<file path="src/hw/rtl/bbd_pkg.sv">
// Shared types, constants and lane-count functions for the bitmap box downscaler.
// No dependencies; imported by the top level, the checker and the testbench (not by the count RAM).
`timescale 1ns / 1ps

package bbd_pkg;

    localparam int MAX_ROW_BYTES = 256;
    localparam int COL_W         = $clog2(MAX_ROW_BYTES);
    localparam int ROW_BYTES_W   = 9;
    localparam int COUNT_W       = 12;
    localparam int PIX_W         = 8;
    localparam int SCALE_W       = 2;
    localparam int THR_W         = 6;
    localparam int BAND_W        = 3;
    localparam int FILL_W        = 4;
    localparam int CFG_IDX_W     = 2;
    localparam int CFG_DATA_W    = 9;

    localparam logic [ROW_BYTES_W-1:0] ROW_BYTES_MAX = ROW_BYTES_W'(MAX_ROW_BYTES);

    typedef enum logic [CFG_IDX_W-1:0] {
        CFG_ROW_BYTES       = 2'd0,
        CFG_SCALE_LOG2      = 2'd1,
        CFG_COUNT_THRESHOLD = 2'd2
    } t_cfg_index;

    // Request held between the read stage and the count/pack stage.
    typedef struct packed {
        logic [PIX_W-1:0] pixel_byte;
        logic [COL_W-1:0] col;
        logic             band_zero;
        logic             last_col;
        logic             last_band;
        logic             image_start;
    } t_s2;

    typedef struct packed {
        logic [COUNT_W-1:0] fresh;
        logic [PIX_W-1:0]   bits;
    } t_lane_res;

    function automatic logic [3:0] popcount8(logic [7:0] v);
        logic [3:0] n;
        n = '0;
        for (int k = 0; k < 8; k++) begin
            n = n + 4'(v[k]);
        end
        return n;
    endfunction

    // Add this byte's pixels to the packed per-lane block counts and
    // compare each wrapped lane count against the threshold.
    function automatic t_lane_res lane_update(logic [COUNT_W-1:0] old,
                                              logic [PIX_W-1:0]   pix,
                                              logic [SCALE_W-1:0] scale,
                                              logic [THR_W-1:0]   thr);
        t_lane_res  res;
        logic       c1;
        logic [2:0] c3;
        logic [4:0] c5;
        logic [6:0] c7;
        res = '0;
        case (scale)
            2'd0: begin
                for (int j = 0; j < 8; j++) begin
                    c1 = old[j] ^ pix[j];
                    res.fresh[j] = c1;
                    res.bits[j]  = 7'(c1) > 7'(thr);
                end
            end
            2'd1: begin
                for (int j = 0; j < 4; j++) begin
                    c3 = old[3*j +: 3] + 3'(popcount8({6'b0, pix[2*j +: 2]}));
                    res.fresh[3*j +: 3] = c3;
                    res.bits[j]         = 7'(c3) > 7'(thr);
                end
            end
            2'd2: begin
                for (int j = 0; j < 2; j++) begin
                    c5 = old[5*j +: 5] + 5'(popcount8({4'b0, pix[4*j +: 4]}));
                    res.fresh[5*j +: 5] = c5;
                    res.bits[j]         = 7'(c5) > 7'(thr);
                end
            end
            default: begin
                c7 = old[6:0] + 7'(popcount8(pix));
                res.fresh[6:0] = c7;
                res.bits[0]    = c7 > 7'(thr);
            end
        endcase
        return res;
    endfunction

endpackage

</file>
<file path="src/hw/rtl/binary_bitmap_box_downscale.sv">
// Stages: read stage, then count/pack stage, then a registered output request.
// Throughput: one pixel byte per cycle unless the output stalls; the count RAM does one read and one write
// per cycle, with a bypass when consecutive bytes hit the same column.
// Reset (synchronous, active low): counters, packer and valid flags clear; registers
// return to row_bytes=1, scale_log2=1, count_threshold=1. RAM content is not cleared.
`timescale 1ns / 1ps

module binary_bitmap_box_downscale
    import bbd_pkg::*;
(
    input  logic                  i_clk,
    input  logic                  i_rst_n,
    input  logic                  i_cfg_valid,
    output logic                  o_cfg_ready,
    input  logic [CFG_IDX_W-1:0]  i_cfg_index,
    input  logic [CFG_DATA_W-1:0] i_cfg_data,
    input  logic                  i_in_valid,
    output logic                  o_in_ready,
    input  logic [PIX_W-1:0]      i_pixel_byte,
    input  logic                  i_image_start,
    output logic                  o_out_valid,
    input  logic                  i_out_ready,
    output logic [PIX_W-1:0]      o_out_byte,
    output logic                  o_row_last
);

    logic [ROW_BYTES_W-1:0] r_row_bytes;
    logic [SCALE_W-1:0]     r_scale_log2;
    logic [THR_W-1:0]       r_count_threshold;

    logic [COL_W-1:0]  r_column_index, n_column_index;
    logic [BAND_W-1:0] r_band_row, n_band_row;

    logic               r_s2_valid;
    t_s2                r_s2, n_s2;
    logic               r_fwd;
    logic [COUNT_W-1:0] r_fwd_data;

    logic [PIX_W-1:0]  r_pack_shift, n_pack_shift;
    logic [FILL_W-1:0] r_pack_fill, n_pack_fill;

    logic             r_out_valid;
    logic [PIX_W-1:0] r_out_byte;
    logic             r_row_last;

    logic                   in_accept;
    logic                   s2_fire;
    logic                   emit;
    logic [COL_W-1:0]       col_cur;
    logic [BAND_W-1:0]      band_cur;
    logic [ROW_BYTES_W-1:0] eff_bytes;
    logic [FILL_W-1:0]      scale_n;
    logic [FILL_W-1:0]      lanes;
    logic [COUNT_W-1:0]     ram_rdata;
    logic [COUNT_W-1:0]     old_count;
    t_lane_res              lane_res;
    logic [PIX_W-1:0]       shift;
    logic [FILL_W-1:0]      fill;

    // ---------------- configuration ----------------
    assign o_cfg_ready = 1'b1;

    always_ff @(posedge i_clk) begin
        if (!i_rst_n) begin
            r_row_bytes       <= ROW_BYTES_W'(1);
            r_scale_log2      <= SCALE_W'(1);
            r_count_threshold <= THR_W'(1);
        end else if (i_cfg_valid) begin
            unique case (i_cfg_index)
                CFG_ROW_BYTES:       r_row_bytes       <= i_cfg_data[ROW_BYTES_W-1:0];
                CFG_SCALE_LOG2:      r_scale_log2      <= i_cfg_data[SCALE_W-1:0];
                CFG_COUNT_THRESHOLD: r_count_threshold <= i_cfg_data[THR_W-1:0];
                default: ;
            endcase
        end
    end

    // ---------------- read stage: position counters ----------------
    assign in_accept = i_in_valid && o_in_ready;
    assign scale_n   = FILL_W'(1) << r_scale_log2;

    always_comb begin
        col_cur  = i_image_start ? '0 : r_column_index;
        band_cur = i_image_start ? '0 : r_band_row;

        if (r_row_bytes == '0) begin
            eff_bytes = ROW_BYTES_W'(1);
        end else if (r_row_bytes > ROW_BYTES_MAX) begin
            eff_bytes = ROW_BYTES_MAX;
        end else begin
            eff_bytes = r_row_bytes;
        end

        n_s2.pixel_byte  = i_pixel_byte;
        n_s2.col         = col_cur;
        n_s2.band_zero   = (band_cur == '0);
        n_s2.last_col    = (ROW_BYTES_W'(col_cur) + ROW_BYTES_W'(1)) >= eff_bytes;
        n_s2.last_band   = (FILL_W'(band_cur) + FILL_W'(1)) >= scale_n;
        n_s2.image_start = i_image_start;

        if (n_s2.last_col) begin
            n_column_index = '0;
            n_band_row     = n_s2.last_band ? '0 : band_cur + BAND_W'(1);
        end else begin
            n_column_index = col_cur + COL_W'(1);
            n_band_row     = band_cur;
        end
    end

    always_ff @(posedge i_clk) begin
        if (!i_rst_n) begin
            r_column_index <= '0;
            r_band_row     <= '0;
            r_s2_valid     <= 1'b0;
            r_fwd          <= 1'b0;
        end else begin
            if (in_accept) begin
                r_column_index <= n_column_index;
                r_band_row     <= n_band_row;
                // bypass the count being written in this same cycle
                r_fwd          <= s2_fire && (r_s2.col == col_cur);
            end
            if (in_accept) begin
                r_s2_valid <= 1'b1;
            end else if (s2_fire) begin
                r_s2_valid <= 1'b0;
            end
        end
    end

    always_ff @(posedge i_clk) begin
        if (in_accept) begin
            r_s2       <= n_s2;
            r_fwd_data <= lane_res.fresh;
        end
    end

    bbd_count_ram #(
        .DEPTH  (MAX_ROW_BYTES),
        .DATA_W (COUNT_W)
    ) u_count_ram (
        .i_clk   (i_clk),
        .i_we    (s2_fire),
        .i_waddr (r_s2.col),
        .i_wdata (lane_res.fresh),
        .i_re    (in_accept),
        .i_raddr (col_cur),
        .o_rdata (ram_rdata)
    );

    // ---------------- count / pack stage ----------------
    assign lanes = FILL_W'(8) >> r_scale_log2;

    always_comb begin
        if (r_s2.band_zero) begin
            old_count = '0;
        end else if (r_fwd) begin
            old_count = r_fwd_data;
        end else begin
            old_count = ram_rdata;
        end
        lane_res = lane_update(old_count, r_s2.pixel_byte, r_scale_log2, r_count_threshold);

        shift = r_s2.image_start ? '0 : r_pack_shift;
        fill  = r_s2.image_start ? '0 : r_pack_fill;
        if (r_s2.last_band) begin
            for (int j = 0; j < 8; j++) begin
                if ((FILL_W'(j) < lanes) && !fill[FILL_W-1]) begin
                    shift[fill[2:0]] = lane_res.bits[j];
                    fill             = fill + FILL_W'(1);
                end
            end
        end

        emit = r_s2.last_band && (fill[FILL_W-1] || (r_s2.last_col && (fill != '0)));
        n_pack_shift = emit ? '0 : shift;
        n_pack_fill  = emit ? '0 : fill;
    end

    assign s2_fire    = r_s2_valid && (!emit || !r_out_valid || i_out_ready);
    assign o_in_ready = !r_s2_valid || s2_fire;

    always_ff @(posedge i_clk) begin
        if (!i_rst_n) begin
            r_pack_shift <= '0;
            r_pack_fill  <= '0;
            r_out_valid  <= 1'b0;
        end else begin
            if (s2_fire) begin
                r_pack_shift <= n_pack_shift;
                r_pack_fill  <= n_pack_fill;
            end
            if (s2_fire && emit) begin
                r_out_valid <= 1'b1;
            end else if (i_out_ready) begin
                r_out_valid <= 1'b0;
            end
        end
    end

    always_ff @(posedge i_clk) begin
        if (s2_fire && emit) begin
            r_out_byte <= shift;
            r_row_last <= r_s2.last_col;
        end
    end

    assign o_out_valid = r_out_valid;
    assign o_out_byte  = r_out_byte;
    assign o_row_last  = r_row_last;

endmodule

</file>
<file path="src/hw/rtl/bbd_count_ram.sv">
// Simple dual-port RAM, one write and one registered read port.
// Generic; holds the per-column partial block counts.
`timescale 1ns / 1ps

module bbd_count_ram #(
    parameter int DEPTH  = 256,
    parameter int DATA_W = 12,
    parameter int ADDR_W = $clog2(DEPTH)
) (
    input  logic              i_clk,
    input  logic              i_we,
    input  logic [ADDR_W-1:0] i_waddr,
    input  logic [DATA_W-1:0] i_wdata,
    input  logic              i_re,
    input  logic [ADDR_W-1:0] i_raddr,
    output logic [DATA_W-1:0] o_rdata
);

    logic [DATA_W-1:0] r_mem [DEPTH];
    logic [DATA_W-1:0] r_rdata;

    always_ff @(posedge i_clk) begin
        if (i_we) begin
            r_mem[i_waddr] <= i_wdata;
        end
        if (i_re) begin
            r_rdata <= r_mem[i_raddr];
        end
    end

    assign o_rdata = r_rdata;

endmodule

</file>
<file path="config.mk">
export PLATFORM = sky130hd
export DESIGN_NAME = binary_bitmap_box_downscale
export DESIGN_NICKNAME = d
export VERILOG_FILES = /design/src/hw/rtl/bbd_pkg.sv /design/src/hw/rtl/binary_bitmap_box_downscale.sv /design/src/hw/rtl/bbd_count_ram.sv
export SDC_FILE = /design/constraint.sdc
export NUM_CORES = 2
export LEC_CHECK = 0
export BUFFER_PORTS_ARGS = -buffer_cell sky130_fd_sc_hd__buf_4
export CORE_ASPECT_RATIO = 1.25
export CORE_MARGIN = 4
export CORE_UTILIZATION = 68
export DETAILED_ROUTE_END_ITERATION = 6
export PLACE_DENSITY_LB_ADDON = 0.15
export SLEW_MARGIN = 40
export SYNTH_ARGS = -nofsm -noshare
export SYNTH_HDL_FRONTEND = slang
export SYNTH_SLANG_ARGS = --single-unit
export TNS_END_PERCENT = 10
</file>
<file path="constraint.sdc">
create_clock -name i_clk -period 39.9 [get_ports i_clk]
set_input_delay 0 -clock i_clk [delete_from_list [all_inputs] [get_ports i_clk]]
set_output_delay 0 -clock i_clk [all_outputs]
set_load 0.05 [all_outputs]
</file>
==> impl_metrics.ini <==
[worst_setup_path]
required_ps = 40580
start_kind = flop
critPathMostFrequentCell = ha_1
path_depth = 38
crit_buf_inv = 12
critPathSlowestCell = or4_1
path_class = reg2reg
arrival_ps = 12600
cpPeakStageDelay_ps = 760
critPathMaxFanout = 52
path_delay_family = buffers and inverters
end_kind = flop
worst-r2r-cell-count = 38

[yosys]
synth_xor_area_share_pct = 0.467
synth_top_family_by_area = multiplexers
syn_nets = 7455
synth_edf_count = 3125
syn_area_per_cell_um2 = 17.4
synth.distinct_cells = 83
synth_area_um2 = 127000
synth_seq_cells = 3168
synth_mux_area_share_pct = 10.4
yosys.area_share.simple_pct = 4.72
synthFlopType = edfxtp_1
syn_inst = 7335
synth_compound_area_share_pct = 7.32
synth_seq_area_share_pct = 74.3
synth_adder_area_share_pct = 1.00
yosys_warnings = 0
async_flop_share_pct = 0

[final_layout]
nets = 7581
layout_common_cells = 3,125 x edfxtp_1, 552 x nand2_1, 425 x o221ai_1, 411 x mux4_2, 386 x mux2i_1
synthToLayoutAreaGrowth_pct = 13.0
fillers = 9658
mostFrequentLayoutCell = edfxtp_1
finalInstanceArea_um2 = 144000
drive_gt1_share_pct = 18.2
instances_no_fill = 10200

[floorplan]
fp-row-count = 177
dieArea_um2 = 194000
die_y_um = 492
die_w_um = 395
io-pin-count = 37
initial_core_util_pct = 68.4
core_area_um2 = 186000

[clock_network]
clockBufferDepth = 4
cts_tree = built
numCtsBuffers = 302
cts_resized = 0
cts_max_level = 5
insertion_delay_ps = 960
cts_sinks = 3168
cts.clk_slew.worst_paths_ps = 60
cts_root_buf = clkbuf_16

[sta]
tightest_slew_ps = 977
slew_viol_final = 0
hold_viol = 0
fin_tns_setup_ps = 0
period_share_pct = 29.9
period_minus_slack_ps = 11920
clock_skew_ps = 56.1
finalSetupViolations = 0
max_freq_ghz = 0.0839
rsz0062_at_grt = no
relSlewSlack_pct = 34.6

[placement]
dpl.cell_count = 9597
dpl_cell_area_um2 = 132000
portBuffers = 35
dp_hpwl_mm = 206
place.gp.congestion = 0.940

[hold_path]
holdPathStages = 5
min_path_type = in2reg

[drt]
drt.antenna.violating_nets = 0
drtIter0Drc = 11900
first_pass_iters = 6
vias = 75400
drc_errors = 0
routed_via_density = 7.40
drt_wl_total_mm = 358
avgRoutedWirePerCell_um = 35.1

[status]
status = finished clean

[grt]
grt_pass1_vias = 72400
grt.overflow.total = 0
antenna_found_initial = 11
gr-usage-all-layers_pct = 36.5
grt_max_degree = 177
grt_pass1_wl_mm = 514

[pwr]
power.density_nw_per_um2 = 50.1
ir_worst_vdd_uv = 44.7
p_leak_nw = 45.8

[job]
maxCapViolations = 0
## worst min-delay path, cell delays in order
cell,delay (ps)
dlygate4sd3_1,520
buf_4,110
nand3b_1,170
mux2i_1,100
nor2_1,80
## area by class of cell
class / count / area [um^2] / share of cell area, %
Timing Repair Buffer: 342 / 3400 / 2.36
Inverter: 80 / 333 / 0.231
Clock inverter: 172 / 1990 / 1.38
Multi-Input combinational cell: 3567 / 32600 / 22.7
Tap cell: 2506 / 3140 / 2.18
Sequential cell: 3168 / 94700 / 65.7
Antenna cell: 6 / 15.0 / 0.0104
Clock buffer: 344 / 7840 / 5.44
## final timing paths
| check | from | end | slack (ps) |
|---|---|---|---|
| worst min register to register | r_band_row[0] | r_band_row[0] | 490 |
| worst min-delay path | i_cfg_index[1] | r_scale_log2[1] | 80 |
| worst max register to register | r_scale_log2[1] | u_count_ram.r_mem[138][0] | 27980 |
| worst max-delay path | r_scale_log2[1] | u_count_ram.r_mem[138][0] | 27980 |
## report_power, final
group	internal, mW	switching [mW]	leakage (nW)
combinational	0.148	0.406	12.2
sequential	3.75	0.00867	28.8
clock	1.68	1.22	4.76
## per-stage QoR
stage / setup WS, ps / hold WS [ps] / total power [mW] / utilization, %
finish: 27980 / 83.2 / 7.21 / 77.3
detailed placement: 28000 / 180 / 4.35 / 71.0
CTS: 27950 / 16.4 / 7.19 / 76.6
global placement: 28170 / 184 / 4.33 / 70.8
global route: 27510 / 111 / 7.39 / 77.3
floorplan: 24650 / 98.9 / 4.16 / -
## what timing repair did
action / CTS / global route
setup buffers: 0 / 0
hold buffers: 53 / 0
endpoints found under the hold margin: 86 / 0
## kinds of logic (layout without fill, tap and decap cells)
logic type                 after synthesis  after routing
and+or+nand+nor                       1375           1375
xor gates and xnor gates                57             57
AOI/OAI and AO/OA                     1235           1235
muxes                                  804            804
DFF                                   3168           3168
other                                    1              7
adders and majority gates               95             95
buffers and inverters                  600            938
## per-layer routing
metal	vias up	part of all wire (%)	track usage [%]
met3	1064	13	9.16
li1	30300	-	-
met5	-	0.025	0
met2	6393	47	54.9
met1	37600	34	50.6
met4	6	6.0	19.0
## registers in the layout, indices dropped and copies added (netlist names), 4 cells and up
signal,cells
r_pack_shift,8
u_count_ram.r_mem,3072
r_column_index,8
r_row_bytes,9
r_fwd_data,12
u_count_ram.o_rdata,12
r_count_threshold,6
r_s2,20
o_out_byte,8
r_pack_fill,4
## Yosys cell counts (all sizes together) (6+ instances only)
cell type  number  area, um^2
dfxtp          43         861
mux2            6        67.6
a21o           19         143
clkbuf        387        1450
nand2         571        2140
a31oi          58         363
o211ai        159        1190
nor4            8        56.3
o21ai          64         324
and2            8        50.1
mux4          411        9260
xnor2          36         357
a22oi           6        45.0
mux2i         387        3880
o221ai        425        3720
nor3          342        1710
nand2b         16         100
o21a            6        45.0
a32o           11         110
o31ai           8        73.8
nand3          87         435
inv            75         282
nor2          264         991
ha             83        1040
a311oi         29         254
o32ai           7        61.3
o22ai          21         131
a211oi        189        1420
nand3b          6        45.0
or3             9        56.3
a21oi         173         873
xor2           17         149
nand4          13        81.3
fa             12         240
o311ai         14         140
buf           133         571
edfxtp       3125       93800
and3            7        43.8
nor2b          32         200
(Power assumes the default switching activity.)
